<file path="src/rtl/archive_directory_parser_core_assert.svh">
// Assertion macros used by the archive directory parser walker.
`ifndef ARCHIVE_DIRECTORY_PARSER_CORE_ASSERT_SVH
`define ARCHIVE_DIRECTORY_PARSER_CORE_ASSERT_SVH

// Condition holds in the same cycle as the trigger.
`define ADP_ASSERT_IMP(label, clk, rst_n, trig, cond) \
	label: assert property (@(posedge clk) disable iff (!rst_n) (trig) |-> (cond)) \
		else $error("adp assertion failed");

// Condition holds in the cycle after the trigger.
`define ADP_ASSERT_NXT(label, clk, rst_n, trig, cond) \
	label: assert property (@(posedge clk) disable iff (!rst_n) (trig) |=> (cond)) \
		else $error("adp assertion failed");

`endif

</file>
<file path="src/rtl/adp_pkg.sv">
// Shared types and constants of the archive directory parser.
package adp_pkg;

	// Widths of the result fields.
	localparam int unsigned IDX_W  = 31;
	localparam int unsigned OFF_W  = 63;
	localparam int unsigned NLEN_W = 21;

	// Largest name length the block ever accepts.
	localparam logic [NLEN_W-1:0] NAME_LIMIT = 21'd1048576;

	// Byte counts of the header fields.
	localparam logic [3:0] SHORT_FIELD_BYTES = 4'd4;
	localparam logic [3:0] LONG_FIELD_BYTES  = 4'd8;

	// Parse phases.
	typedef enum logic [2:0] {
		PH_COUNT   = 3'd0,
		PH_NAMELEN = 3'd1,
		PH_NAME    = 3'd2,
		PH_DATALEN = 3'd3,
		PH_PAYLOAD = 3'd4,
		PH_DONE    = 3'd5
	} phase_t;

	// Result status codes.
	typedef enum logic [2:0] {
		ST_ENTRY     = 3'd0,
		ST_FINAL     = 3'd1,
		ST_EMPTY     = 3'd2,
		ST_NEG_COUNT = 3'd3,
		ST_BAD_NAME  = 3'd4,
		ST_BAD_DATA  = 3'd5,
		ST_TRUNC     = 3'd6
	} status_t;

	// One registered stream byte handed to the walker.
	typedef struct packed {
		logic       valid;
		logic [7:0] data;
		logic       last;
	} adp_step_t;

endpackage

</file>
<file path="src/rtl/adp_stream_if.sv">
// Request channel carrying raw archive bytes.
interface adp_stream_if;
	import adp_pkg::*;

	logic       valid;
	logic       ready;
	logic [7:0] data_byte;
	logic       stream_end;

	modport source (output valid, output data_byte, output stream_end, input ready);
	modport sink (input valid, input data_byte, input stream_end, output ready);
endinterface

</file>
<file path="src/rtl/adp_entry_if.sv">
// Request channel carrying directory descriptors and error reports.
interface adp_entry_if;
	import adp_pkg::*;

	logic              valid;
	logic              ready;
	status_t           status;
	logic [IDX_W-1:0]  entry_index;
	logic [OFF_W-1:0]  name_offset;
	logic [NLEN_W-1:0] name_length;
	logic [OFF_W-1:0]  payload_offset;
	logic [OFF_W-1:0]  data_length;

	modport source (
		output valid, output status, output entry_index, output name_offset,
		output name_length, output payload_offset, output data_length, input ready
	);
	modport sink (
		input valid, input status, input entry_index, input name_offset,
		input name_length, input payload_offset, input data_length, output ready
	);
endinterface

</file>
<file path="src/rtl/archive_directory_parser_core.sv">
// Top level of the archive directory parser.
// Bytes pass the input register stage, then the walker and its result register.
// Throughput: one stream byte per cycle; while a result waits in the output register
// and is not taken, the walker holds its byte and the input side stalls once full.
// Reset: arst_n clears the parse state and the result valid flag and sets
// max_name_length to 1048576; payload registers are not reset.
module archive_directory_parser_core (
	input  logic                       clk,
	input  logic                       arst_n,
	adp_stream_if.sink                 stream,
	adp_entry_if.source                entry,
	input  logic                       cfg_wr_en,
	input  logic [adp_pkg::NLEN_W-1:0] cfg_wr_data
);
	import adp_pkg::*;

	logic [NLEN_W-1:0] max_name_len_q;
	adp_step_t         step;
	logic              advance;

	// Name length limit register.
	always_ff @(posedge clk or negedge arst_n) begin
		if (!arst_n) begin
			max_name_len_q <= NAME_LIMIT;
		end else if (cfg_wr_en) begin
			max_name_len_q <= cfg_wr_data;
		end
	end

	adp_in_stage u_in_stage (
		.clk     (clk),
		.arst_n  (arst_n),
		.stream  (stream),
		.advance (advance),
		.step    (step)
	);

	adp_walker u_walker (
		.clk          (clk),
		.arst_n       (arst_n),
		.step         (step),
		.max_name_len (max_name_len_q),
		.advance      (advance),
		.entry        (entry)
	);
endmodule

</file>
<file path="src/rtl/adp_in_stage.sv">
// Input register stage that captures one stream byte per cycle while the walker takes bytes.
module adp_in_stage (
	input  logic               clk,
	input  logic               arst_n,
	adp_stream_if.sink         stream,
	input  logic               advance,
	output adp_pkg::adp_step_t step
);
	import adp_pkg::*;

	logic       valid_s1;
	logic [7:0] data_s1;
	logic       last_s1;
	logic       take;

	// The stage frees up whenever the walker consumes its byte.
	assign stream.ready = !valid_s1 || advance;
	assign take         = stream.valid && stream.ready;

	always_ff @(posedge clk or negedge arst_n) begin
		if (!arst_n) begin
			valid_s1 <= 1'b0;
		end else if (take) begin
			valid_s1 <= 1'b1;
		end else if (advance) begin
			valid_s1 <= 1'b0;
		end
	end

	// Payload needs no reset.
	always_ff @(posedge clk) begin
		if (take) begin
			data_s1 <= stream.data_byte;
			last_s1 <= stream.stream_end;
		end
	end

	assign step.valid = valid_s1;
	assign step.data  = data_s1;
	assign step.last  = last_s1;
endmodule

</file>
<file path="src/rtl/adp_walker.sv">
// Directory walker: parse state, per-byte step logic and result register.
`include "archive_directory_parser_core_assert.svh"

module adp_walker (
	input  logic                       clk,
	input  logic                       arst_n,
	input  adp_pkg::adp_step_t         step,
	input  logic [adp_pkg::NLEN_W-1:0] max_name_len,
	output logic                       advance,
	adp_entry_if.source                entry
);
	import adp_pkg::*;

	// Parse state.
	phase_t            phase_q;
	logic [2:0]        fcnt_q;
	logic [63:0]       shift_q;
	logic [IDX_W-1:0]  entries_q;
	logic [IDX_W-1:0]  cur_q;
	logic [OFF_W-1:0]  pos_q;
	logic [OFF_W-1:0]  skip_q;
	logic [OFF_W-1:0]  held_off_q;
	logic [NLEN_W-1:0] held_len_q;

	phase_t            phase_after;
	phase_t            phase_d;
	logic [2:0]        fcnt_d;
	logic [63:0]       shift_d;
	logic [IDX_W-1:0]  entries_d;
	logic [IDX_W-1:0]  cur_d;
	logic [OFF_W-1:0]  skip_d;
	logic [OFF_W-1:0]  held_off_d;
	logic [NLEN_W-1:0] held_len_d;

	// Result register.
	logic              out_valid_q;
	status_t           out_status_q;
	logic [IDX_W-1:0]  out_idx_q;
	logic [OFF_W-1:0]  out_noff_q;
	logic [NLEN_W-1:0] out_nlen_q;
	logic [OFF_W-1:0]  out_doff_q;
	logic [OFF_W-1:0]  out_dlen_q;

	logic              res_hit;
	status_t           res_status;
	logic [IDX_W-1:0]  res_idx;
	logic [OFF_W-1:0]  res_noff;
	logic [NLEN_W-1:0] res_nlen;
	logic [OFF_W-1:0]  res_doff;
	logic [OFF_W-1:0]  res_dlen;

	// Shared decode of the current byte.
	logic              step_go;
	logic [3:0]        need;
	logic [3:0]        fcnt_inc;
	logic              field_done;
	logic [63:0]       shift_new;
	logic [31:0]       v32;
	logic [OFF_W-1:0]  next_pos;
	logic [NLEN_W-1:0] lim;
	logic              name_bad;
	logic [63:0]       end_sum;
	logic              data_bad;
	logic [OFF_W-1:0]  skip_dec;
	logic              skip_zero;
	logic              fin;
	logic              cnt_ok;
	logic              nlen_ok;
	logic              dlen_ok;
	logic [IDX_W-1:0]  cur_after;

	// A byte moves on when the result register can take whatever it yields.
	assign advance = step.valid && (!out_valid_q || entry.ready);
	assign step_go = advance;

	assign need       = (phase_q == PH_DATALEN) ? LONG_FIELD_BYTES : SHORT_FIELD_BYTES;
	assign fcnt_inc   = {1'b0, fcnt_q} + 4'd1;
	assign field_done = (fcnt_inc >= need);
	assign shift_new  = {shift_q[55:0], step.data};
	assign v32        = shift_new[31:0];
	assign next_pos   = pos_q + {{(OFF_W-1){1'b0}}, 1'b1};

	// Name length must be nonzero, positive and within the active limit.
	assign lim      = (max_name_len > NAME_LIMIT) ? NAME_LIMIT : max_name_len;
	assign name_bad = (v32 == 32'd0) || v32[31] || (v32 > {{(32-NLEN_W){1'b0}}, lim});

	// Data length must not be negative and its end offset must fit in 63 bits.
	assign end_sum  = {1'b0, next_pos} + {1'b0, shift_new[62:0]};
	assign data_bad = shift_new[63] || end_sum[63];

	assign skip_dec  = skip_q - {{(OFF_W-1){1'b0}}, 1'b1};
	assign skip_zero = (skip_dec == '0);
	assign fin       = (entries_q <= {{(IDX_W-1){1'b0}}, 1'b1});

	assign cnt_ok  = (phase_q == PH_COUNT) && field_done && !v32[31] && (v32 != 32'd0);
	assign nlen_ok = (phase_q == PH_NAMELEN) && field_done && !name_bad;
	assign dlen_ok = (phase_q == PH_DATALEN) && field_done && !data_bad;
	assign cur_after = dlen_ok ? cur_q + {{(IDX_W-1){1'b0}}, 1'b1} : cur_q;

	// Next phase.
	always_comb begin
		phase_after = phase_q;
		case (phase_q)
			PH_COUNT: begin
				if (field_done) begin
					phase_after = cnt_ok ? PH_NAMELEN : PH_DONE;
				end
			end
			PH_NAMELEN: begin
				if (field_done) begin
					phase_after = name_bad ? PH_DONE : PH_NAME;
				end
			end
			PH_NAME: begin
				if (skip_zero) begin
					phase_after = PH_DATALEN;
				end
			end
			PH_DATALEN: begin
				if (field_done) begin
					if (data_bad || fin) begin
						phase_after = PH_DONE;
					end else if (shift_new == 64'd0) begin
						phase_after = PH_NAMELEN;
					end else begin
						phase_after = PH_PAYLOAD;
					end
				end
			end
			PH_PAYLOAD: begin
				if (skip_zero) begin
					phase_after = PH_NAMELEN;
				end
			end
			default: begin
				phase_after = phase_q;
			end
		endcase
		phase_d = step.last ? PH_COUNT : phase_after;
	end

	// Result of the current byte.
	always_comb begin
		res_hit    = 1'b0;
		res_status = ST_ENTRY;
		res_idx    = cur_q;
		res_noff   = '0;
		res_nlen   = '0;
		res_doff   = '0;
		res_dlen   = '0;
		case (phase_q)
			PH_COUNT: begin
				if (field_done && v32[31]) begin
					res_hit    = 1'b1;
					res_status = ST_NEG_COUNT;
				end else if (field_done && (v32 == 32'd0)) begin
					res_hit    = 1'b1;
					res_status = ST_EMPTY;
					res_idx    = '0;
				end
			end
			PH_NAMELEN: begin
				if (field_done && name_bad) begin
					res_hit    = 1'b1;
					res_status = ST_BAD_NAME;
				end
			end
			PH_DATALEN: begin
				if (field_done && data_bad) begin
					res_hit    = 1'b1;
					res_status = ST_BAD_DATA;
				end else if (field_done) begin
					res_hit    = 1'b1;
					res_status = fin ? ST_FINAL : ST_ENTRY;
					res_noff   = held_off_q;
					res_nlen   = held_len_q;
					res_doff   = next_pos;
					res_dlen   = shift_new[62:0];
				end
			end
			default: begin
				res_hit = 1'b0;
			end
		endcase
		// A stream that ends before the directory is complete overrides all else.
		if (step.last && (phase_after != PH_DONE)) begin
			res_hit    = 1'b1;
			res_status = ST_TRUNC;
			res_idx    = cur_after;
			res_noff   = '0;
			res_nlen   = '0;
			res_doff   = '0;
			res_dlen   = '0;
		end
	end

	// Counters, accumulator and held name fields.
	always_comb begin
		fcnt_d     = fcnt_q;
		shift_d    = shift_q;
		entries_d  = entries_q;
		cur_d      = cur_q;
		skip_d     = skip_q;
		held_off_d = held_off_q;
		held_len_d = held_len_q;
		case (phase_q)
			PH_COUNT, PH_NAMELEN, PH_DATALEN: begin
				fcnt_d  = field_done ? 3'd0 : fcnt_inc[2:0];
				shift_d = field_done ? 64'd0 : shift_new;
			end
			PH_NAME, PH_PAYLOAD: begin
				skip_d = skip_dec;
			end
			default: begin
				fcnt_d = fcnt_q;
			end
		endcase
		if (cnt_ok) begin
			entries_d = v32[IDX_W-1:0];
			cur_d     = '0;
		end
		if (nlen_ok) begin
			held_len_d = v32[NLEN_W-1:0];
			held_off_d = next_pos;
			skip_d     = {{(OFF_W-32){1'b0}}, v32};
		end
		if (dlen_ok) begin
			entries_d = entries_q - {{(IDX_W-1){1'b0}}, 1'b1};
			cur_d     = cur_after;
			if (!fin && (shift_new != 64'd0)) begin
				skip_d = shift_new[62:0];
			end
		end
		// The stream-end byte returns the walker to its starting point.
		if (step.last) begin
			fcnt_d     = '0;
			shift_d    = '0;
			entries_d  = '0;
			cur_d      = '0;
			skip_d     = '0;
			held_off_d = '0;
			held_len_d = '0;
		end
	end

	// State registers.
	always_ff @(posedge clk or negedge arst_n) begin
		if (!arst_n) begin
			phase_q    <= PH_COUNT;
			fcnt_q     <= '0;
			shift_q    <= '0;
			entries_q  <= '0;
			cur_q      <= '0;
			pos_q      <= '0;
			skip_q     <= '0;
			held_off_q <= '0;
			held_len_q <= '0;
		end else if (step_go) begin
			phase_q    <= phase_d;
			fcnt_q     <= fcnt_d;
			shift_q    <= shift_d;
			entries_q  <= entries_d;
			cur_q      <= cur_d;
			pos_q      <= step.last ? '0 : next_pos;
			skip_q     <= skip_d;
			held_off_q <= held_off_d;
			held_len_q <= held_len_d;
		end
	end

	// Result valid flag.
	always_ff @(posedge clk or negedge arst_n) begin
		if (!arst_n) begin
			out_valid_q <= 1'b0;
		end else if (step_go && res_hit) begin
			out_valid_q <= 1'b1;
		end else if (entry.ready) begin
			out_valid_q <= 1'b0;
		end
	end

	// Result payload.
	always_ff @(posedge clk) begin
		if (step_go && res_hit) begin
			out_status_q <= res_status;
			out_idx_q    <= res_idx;
			out_noff_q   <= res_noff;
			out_nlen_q   <= res_nlen;
			out_doff_q   <= res_doff;
			out_dlen_q   <= res_dlen;
		end
	end

	assign entry.valid          = out_valid_q;
	assign entry.status         = out_status_q;
	assign entry.entry_index    = out_idx_q;
	assign entry.name_offset    = out_noff_q;
	assign entry.name_length    = out_nlen_q;
	assign entry.payload_offset = out_doff_q;
	assign entry.data_length    = out_dlen_q;

	// The stream-end byte leaves the walker at the start of a new archive.
	`ADP_ASSERT_NXT(a_end_clears, clk, arst_n, step_go && step.last, (phase_q == PH_COUNT) && (pos_q == '0))
	// Once the directory is finished no byte produces a result.
	`ADP_ASSERT_IMP(a_done_silent, clk, arst_n, step_go && (phase_q == PH_DONE), !res_hit)
	// Four-byte fields never count past their length.
	`ADP_ASSERT_IMP(a_short_field, clk, arst_n, (phase_q == PH_COUNT) || (phase_q == PH_NAMELEN), fcnt_q < 3'd4)
	// Descriptors always carry a nonzero name length.
	`ADP_ASSERT_IMP(a_desc_name, clk, arst_n, out_valid_q && ((out_status_q == ST_ENTRY) || (out_status_q == ST_FINAL)), out_nlen_q != '0)

endmodule

</file>
<file path="src/flat_wrapper.sv">
// flat-port wrapper written by rule: the top's interface ports become plain ports
module archive_directory_parser_core_flat import adp_pkg::*;
  (clk, arst_n, cfg_wr_en, cfg_wr_data, stream_valid, stream_data_byte, stream_stream_end, stream_ready, entry_valid, entry_status, entry_entry_index, entry_name_offset, entry_name_length, entry_payload_offset, entry_data_length, entry_ready);
  adp_stream_if stream_i ();
  adp_entry_if entry_i ();
  input  logic clk;
  input  logic arst_n;
  input  logic cfg_wr_en;
  input  logic [adp_pkg::NLEN_W-1:0] cfg_wr_data;
  input wire logic [$bits(stream_i.valid)-1:0] stream_valid;
  input wire logic [$bits(stream_i.data_byte)-1:0] stream_data_byte;
  input wire logic [$bits(stream_i.stream_end)-1:0] stream_stream_end;
  output wire logic [$bits(stream_i.ready)-1:0] stream_ready;
  output wire logic [$bits(entry_i.valid)-1:0] entry_valid;
  output wire logic [$bits(entry_i.status)-1:0] entry_status;
  output wire logic [$bits(entry_i.entry_index)-1:0] entry_entry_index;
  output wire logic [$bits(entry_i.name_offset)-1:0] entry_name_offset;
  output wire logic [$bits(entry_i.name_length)-1:0] entry_name_length;
  output wire logic [$bits(entry_i.payload_offset)-1:0] entry_payload_offset;
  output wire logic [$bits(entry_i.data_length)-1:0] entry_data_length;
  input wire logic [$bits(entry_i.ready)-1:0] entry_ready;
  assign stream_i.valid = stream_valid;
  assign stream_i.data_byte = stream_data_byte;
  assign stream_i.stream_end = stream_stream_end;
  assign stream_ready = stream_i.ready;
  assign entry_valid = entry_i.valid;
  assign entry_status = entry_i.status;
  assign entry_entry_index = entry_i.entry_index;
  assign entry_name_offset = entry_i.name_offset;
  assign entry_name_length = entry_i.name_length;
  assign entry_payload_offset = entry_i.payload_offset;
  assign entry_data_length = entry_i.data_length;
  assign entry_i.ready = entry_ready;
  archive_directory_parser_core u_core (.clk(clk), .arst_n(arst_n), .stream(stream_i), .entry(entry_i), .cfg_wr_en(cfg_wr_en), .cfg_wr_data(cfg_wr_data));
endmodule
</file>
<file path="config.mk">
export PLATFORM = sky130hd
export DESIGN_NAME = archive_directory_parser_core_flat
export DESIGN_NICKNAME = d
export VERILOG_FILES = /design/src/rtl/adp_pkg.sv /design/src/rtl/adp_stream_if.sv /design/src/rtl/adp_entry_if.sv /design/src/rtl/archive_directory_parser_core.sv /design/src/rtl/adp_in_stage.sv /design/src/rtl/adp_walker.sv /design/src/flat_wrapper.sv
export VERILOG_INCLUDE_DIRS = /design/src /design/src/rtl
export SDC_FILE = /design/constraint.sdc
export NUM_CORES = 1
export LEC_CHECK = 0
export ABC_AREA = 1
export BUFFER_PORTS_ARGS = -buffer_cell sky130_fd_sc_hd__buf_2
export CAP_MARGIN = 20
export CORE_ASPECT_RATIO = 1.75
export CORE_MARGIN = 10
export CORE_UTILIZATION = 55
export CTS_CLUSTER_SIZE = 12
export DETAILED_ROUTE_END_ITERATION = 12
export PLACE_DENSITY = 0.77
export RECOVER_POWER = 50
export SLEW_MARGIN = 0
export SYNTH_ARGS = -nofsm -noshare
export SYNTH_HDL_FRONTEND = slang
export SYNTH_SLANG_ARGS = --single-unit
</file>
<file path="constraint.sdc">
create_clock -name clk -period 9.7 [get_ports clk]
set_clock_uncertainty 0.05 [all_clocks]
set_input_delay 2.425 -clock clk [delete_from_list [all_inputs] [get_ports clk]]
set_output_delay 2.425 -clock clk [all_outputs]
set_load 0.02 [all_outputs]
</file>
==> impl_metrics.yaml, run 1 <==
timing:
  hold_violations: 0
  layout_setup_ws_ns: 1.47
  layout_min_cycle_time_ns: 8.23
  worstMarginPinSlew_ns: 5.64
  slew_viol_final: 346
  period_share: 0.849
  setup_tns_ns: 0
  fmax_ghz: 0.121
  rsz0062_at_grt: "no"
  slew_headroom: -2.76
  setup_violations: 0
clock_network:
  htreeDepth: 2
  clk_latency_ns: 0.65
  cts.sinks: 610
  cts_tree: "built"
  post_cts_buffers: 0
  cts_made_buffers: 58
  clockBufferDepth: 3
  cts-resized-gates: 0
  path_clk_slew_ns: 0.06
  root_buffer: "clkbuf_16"
  cts_hold_buf: 0
layout:
  mostFrequentLayoutCell: "nand2_1"
  final_core_util: 0.611
  layout_common_cells: "732 x nand2_1, 474 x inv_1, 419 x nor2_1"
  final_nets: 4092
  antennaDiodeCount: 0
  finalInstanceArea_um2: 35600
  drive_gt1_frac: 0.0753
  syn2layout_area_growth_pct: 10.2
yosys:
  ys_types: 53
  synth_edf_count: 253
  synthCells: 3743
  ys_ff_latch: 610
  synth_area_um2: 32300
  async_reset_ff_frac: 0.585
  syn_nets: 3871
  syn_avg_cell_area_um2: 8.64
  synthFlopType: "dfrtp_1"
  yosysSeqAreaShare: 0.511
  yosys_warnings: 0
grt:
  grt_use_total: 0.282
  overflow: 0
  grt_pass1_vias: 26800
  grt_max_degree: 150
  antenna_found_initial: 0
  grt_pass1_wl_um: 153000
route:
  routed-via-count: 27300
  first_iter_violations: 2593
  drc: 0
  routed_wl_um: 100000
  wl_per_cell_um: 20.9
  ant_nets: 0
  drtPass1Iterations: 6
  routed_via_density: 5.71
power_and_ir_drop:
  powerDensity_nw_per_um2: 343
  peakVddDrop_uv: 313
  leakagePower_nw: 15.0
setup_path:
  cp.required_ns: 10.17
  crit_arrival_ns: 8.71
  worstPathMaxFanout: 46
  worst-setup-path-type: "input port to flop"
  startpoint_type: "input port"
  cp-end-kind: "flop"
floorplanning:
  io_pins: 281
  fp-row-count: 117
  initial_core_util: 0.555
  chipHeight_um: 341
  fp.dieArea_um2: 69200
  die_x_um: 203
  core_um2: 58300
run_status:
  status: "complete, but fails checks"
  violations: "capacitance limit, slew limit"
place:
  dp_hpwl_um: 73200
  placed_area_um2: 34200
  dp_slack_ns: 1.74
  place_congestion: 1.01
  portBuffers: 280
run:
  maxCapViolCount: 6
hold_path:
  hold_path_class: "flop to flop"
critical path, cell delays in order:
cell	delay, ns
buf_2	0.08
inv_1	0.04
nand2_1	0.15
nand2_1	0.07
buf_4	0.26
nor2_1	1.83
clkbuf_1	1.90
nand2_1	1.33
o22ai_1	0.54
through the flow:
| stage | total power [W] | instances | hold WS [ns] |
|---|---|---|---|
| 2_1_floorplan | 0.00793 | 3743 | 0.426 |
| 3_3_place_gp | 0.00994 | 4677 | 0.449 |
| 3_5_place_dp | 0.00999 | 4677 | 0.448 |
| 4_1_cts | 0.0122 | 4784 | 0.469 |
| 5_1_grt | 0.0130 | 4784 | 0.498 |
| 6_report | 0.0122 | 4784 | 0.471 |
cell type report:
cell class / count / area [µm²]
fillers: 5340 / 22600
clock buffers: 103 / 1700
flip-flops and latches: 610 / 16500
multi-input cells: 2504 / 13200
clock inverters: 4 / 66.3
repair buffers: 306 / 1330
well taps: 773 / 967
inverters: 484 / 1830
logic make-up (layout without fill, tap and decap cells):
group | count (synthesis) | count (layout) | synth area share
DFF | 610 | 610 | 0.511
AOI/OAI and AO/OA | 646 | 646 | 0.110
buffers and inverters | 629 | 897 | 0.0814
adders and majority gates | 93 | 93 | 0.0360
and+or+nand+nor | 1639 | 1639 | 0.226
xor gates and xnor gates | 113 | 113 | 0.0306
muxes | 13 | 13 | 0.00449
final timing paths:
| check | startpoint | to | slack (ns) | depth (start not counted) |
|---|---|---|---|---|
| worst max register to register | u_core.u_walker.pos_q[0] | u_core.u_walker.entry.name_offset[28] | 1.58 | 30 |
| max in group asynchronous | arst_n | u_core.u_walker.held_off_q[56] | 2.59 | 1 |
| worst max-delay path | entry_ready | u_core.u_walker.cur_q[11] | 1.47 | 9 |
| worst min register to register | u_core.u_walker.fcnt_q[0] | u_core.u_walker.fcnt_q[0] | 0.47 | 1 |
| min in group asynchronous | arst_n | u_core.u_walker.cur_q[13] | 3.73 | 1 |
| worst min-delay path | u_core.u_walker.fcnt_q[0] | u_core.u_walker.fcnt_q[0] | 0.47 | 1 |
cells in the mapped netlist, types with 2 or more instances:
cell       instances  area share
o21ai_1            8      0.0012
buf_2              7      0.0011
nand3_1          134       0.021
a21oi_1           95       0.015
nor4_2             2     0.00077
a22o_1             4      0.0011
o211ai_1           9      0.0021
nand2_1          733       0.085
and2_1             5     0.00097
a31oi_1            3     0.00058
o22ai_1          204       0.039
nor3_1            63      0.0098
edfxtp_1         253        0.24
mux2_2            12      0.0042
or2_2              3     0.00058
nor4_1            44      0.0085
xor2_1           110       0.030
clkbuf_1          90       0.010
buf_6             11      0.0038
inv_1            476       0.055
or3_1              2     0.00039
inv_2              7     0.00081
nor3_2             2     0.00062
nor2_2           116       0.022
nor2_1           420       0.049
ha_1              93       0.036
o2111ai_1          3     0.00081
nand3b_1          30      0.0070
o21ai_0          313       0.048
nand2_2            7      0.0014
nand2_4            6      0.0021
nor2_4            10      0.0035
xnor2_1            3     0.00081
dfrtp_1          356        0.28
buf_12            10      0.0062
and3_1             3     0.00058
buf_1             25      0.0029
nor2_8             2      0.0012
nand4_1           55       0.011
flip-flops by register name, indices dropped and copies added, names as in the netlist:
register,count
u_core.u_walker.entry.name_offset,63
u_core.u_walker.skip_q,63
u_core.u_walker.pos_q,63
u_core.max_name_len_q,21
u_core.u_walker.entry.entry_index,31
u_core.u_walker.fcnt_q,3
u_core.u_walker.entry.name_length,21
u_core.u_walker.held_off_q,63
u_core.u_walker.entry.status,3
u_core.u_walker.phase_q,3
u_core.u_in_stage.data_s1,8
u_core.u_in_stage.valid_s1,1
u_core.u_in_stage.last_s1,1
u_core.u_walker.entries_q,31
u_core.u_walker.cur_q,31
u_core.u_walker.held_len_q,21
u_core.u_walker.entry.payload_offset,63
u_core.u_walker.entry.valid,1
u_core.u_walker.shift_q,56
u_core.u_walker.entry.data_length,63
routing by layer:
metal / track usage / routed length (µm) / up-vias
met3: 0.0437 / 6760 / 300
met1: 0.339 / 38600 / 13000
met4: 0.149 / 5530 / 0
li1: - / - / 12900
met5: 0 / 0 / -
met2: 0.480 / 49200 / 1159
power breakdown:
part           switching (W)  internal (W)  total [W]
clock                0.00100       0.00118    0.00218
combinational        0.00479       0.00185    0.00663
sequential          0.000366       0.00304    0.00341
Note: power is estimated with default switching activity, not from simulation.
==> inputs of run 2 (changes only) <==
ABC_AREA = 0   (was 1)
CORE_UTILIZATION = 60   (was 55)
PLACE_DENSITY = 0.8   (was 0.77)
clock period = 8.35 ns   (was 9.7 ns; I/O delays follow)
==> impl_metrics.yaml, run 2 <==
power_and_ir_drop:
  power_switching_w: 0.00293
  combPwrFrac: 0.273
  clockPowerShare: 0.299
  intPower_w: 0.00542
  seq_power_share: 0.428
  switching_share: 0.350
  peakVddDrop_uv: 180
  leakagePower_nw: 15.1
  fin_total_pwr_w: 0.00835
  powerDensity_nw_per_um2: 244
floorplanning:
  fp-row-count: 109
  chipHeight_um: 320
  io_pins: 281
  core_um2: 50700
  fp.dieArea_um2: 61200
  initial_core_util: 0.608
  die_x_um: 191
yosys:
  syn_avg_cell_area_um2: 9.86
  yosysSeqAreaShare: 0.536
  syn_nets: 3255
  synth_area_um2: 30800
  synthTopCellsByArea: "dfrtp_1 29%, edfxtp_1 25%, o21ai_0 5.1%"
  synth_edf_count: 253
  synthFlopType: "dfrtp_1"
  synth_most_common_cell: "nand2_1"
  ys_ff_latch: 610
  synthCells: 3127
  synth_top_area_frac: 0.289
  yosys_warnings: 0
  yosysTopAreaCell: "dfrtp_1"
  synthTopCellsByCount: "391 x nand2_1, 356 x dfrtp_1, 314 x o21ai_0, 253 x edfxtp_1, 207 x nor2_1"
  ys_types: 78
  async_reset_ff_frac: 0.585
place:
  place_congestion: 1.01
  portBuffers: 280
  post-place-cells: 3899
  dp_hpwl_um: 66800
clock_network:
  clk_latency_ns: 0.62
  cts.sinks: 610
  htreeDepth: 2
  cts_made_buffers: 58
  post_cts_buffers: 0
  cts_tree: "built"
  path_clk_slew_ns: 0.06
  root_buffer: "clkbuf_16"
  clockBufferDepth: 3
  cts-resized-gates: 0
  cts_hold_buf: 0
route:
  routed_via_density: 6.57
  routed-via-count: 26300
  wl_per_cell_um: 24.6
  drtPass1Iterations: 6
  ant_nets: 0
  routed_wl_um: 98400
  drc: 0
  first_iter_violations: 3080
setup_path:
  ff2ff_setup_slack_ns: 1.33
  cp-end-kind: "flop"
  cp.required_ns: 8.55
  reg2reg_depth: 23
  startpoint_type: "flop"
  worst-setup-path-type: "flop to flop"
  worstPathMaxFanout: 80
  crit_arrival_ns: 7.22
grt:
  antenna_found_initial: 0
  grt_max_degree: 176
  grt_pass1_vias: 25600
  overflow: 0
  grt_pass1_wl_um: 151000
  grt_use_total: 0.315
run_status:
  violations: "capacitance limit, slew limit"
  status: "complete, but fails checks"
timing:
  period_share: 0.841
  slew_viol_final: 315
  worstMarginPinSlew_ns: 5.57
  fmax_ghz: 0.142
  hold_violations: 0
  setup_violations: 0
  holdWs_ns: 0.408
  slew_headroom: -2.71
  layout_min_cycle_time_ns: 7.02
  setup_tns_ns: 0
  rsz0062_at_grt: "no"
layout:
  syn2layout_area_growth_pct: 11.0
  multi_input_area_um2: 13300
  mostFrequentLayoutCell: "nand2_1"
  drive_gt1_frac: 0.0688
  final_nets: 3422
  layout_common_cells: "389 x nand2_1, 356 x dfrtp_1, 312 x o21ai_0"
  fin_cells: 4007
  antennaDiodeCount: 0
  register_area_um2: 16500
  fillCellCount: 4035
run:
  maxCapViolCount: 4
hold_path:
  worstHoldPathCells: 2
  hold_path_class: "flop to flop"
-- run 2: cell families (layout without fill, tap and decap cells) --
| group | count (synthesis) | after routing | share of synthesized area |
|---|---|---|---|
| simple gates | 1250 | 1250 | 0.204 |
| xor+xnor | 113 | 113 | 0.0321 |
| fa+ha+maj | 93 | 93 | 0.0377 |
| compound gates | 720 | 720 | 0.142 |
| flops | 610 | 610 | 0.536 |
| buf+inv | 318 | 532 | 0.0397 |
| mux | 23 | 23 | 0.00828 |
-- run 2: worst paths after layout --
kind,startpoint,endpoint
max,u_core.u_walker.pos_q[0],u_core.u_walker.entry.data_length[54]
min,u_core.u_walker.held_len_q[4],u_core.u_walker.held_len_q[4]
max reg2reg,u_core.u_walker.pos_q[0],u_core.u_walker.entry.data_length[54]
min reg2reg,u_core.u_walker.held_len_q[4],u_core.u_walker.held_len_q[4]
max in group asynchronous,arst_n,u_core.u_walker.skip_q[49]
min in group asynchronous,arst_n,u_core.u_walker.cur_q[19]
-- run 2: final cells by class --
type,count,share of cell area
Multi-Input combinational cell,2199,0.387
Sequential cell,610,0.483
Clock buffer,103,0.0491
Timing Repair Buffer,324,0.0436
Inverter,101,0.0111
Clock inverter,4,0.00143
Tap cell,666,0.0243
-- run 2: per-stage QoR --
| stage | util | area [µm²] | setup slack, ns |
|---|---|---|---|
| 6_report | 0.675 | 34200 | 1.33 |
| 2_1_floorplan | - | 31000 | 0.0348 |
| 3_3_place_gp | 0.647 | 32800 | 1.65 |
| 4_1_cts | 0.681 | 34500 | 1.40 |
| 5_1_grt | 0.675 | 34200 | 0.481 |
| 3_5_place_dp | 0.647 | 32800 | 1.51 |
-- run 2: per-layer routing --
layer / GRT usage / share of wire / vias up
met4: 0.166 / 0.060 / 0
met5: 0 / 0 / -
met3: 0.0446 / 0.078 / 315
met2: 0.538 / 0.50 / 1394
li1: - / - / 11700
met1: 0.377 / 0.36 / 12900
-- run 2: power by group through the flow --
| stage | registers (W) | clock network (W) | logic, W |
|---|---|---|---|
| floorplan | 0.00358 | 0 | 0.00148 |
| global placement | 0.00360 | 0 | 0.00225 |
| detailed placement | 0.00361 | 0 | 0.00227 |
| CTS | 0.00355 | 0.00251 | 0.00228 |
| global route | 0.00358 | 0.00264 | 0.00247 |
| finish | 0.00357 | 0.00250 | 0.00228 |
-- run 2: critical path: stages (launching register included) --
cell	delay [ns]
dfrtp_1	0.47
ha_2	0.26
inv_2	0.07
nor3_4	0.25
and4_1	0.36
nand4_1	0.35
nor2_2	0.32
nand3_2	0.23
nor3_2	0.22
xnor2_1	0.20
inv_1	0.08
ha_1	0.32
a21oi_1	0.18
o21ai_0	0.13
a22oi_1	0.18
o211ai_1	0.16
nor4_4	0.35
a21oi_2	0.13
a311oi_2	0.43
o31a_1	0.20
buf_4	0.36
nor2_1	0.14
nor2_4	0.66
buf_12	0.41
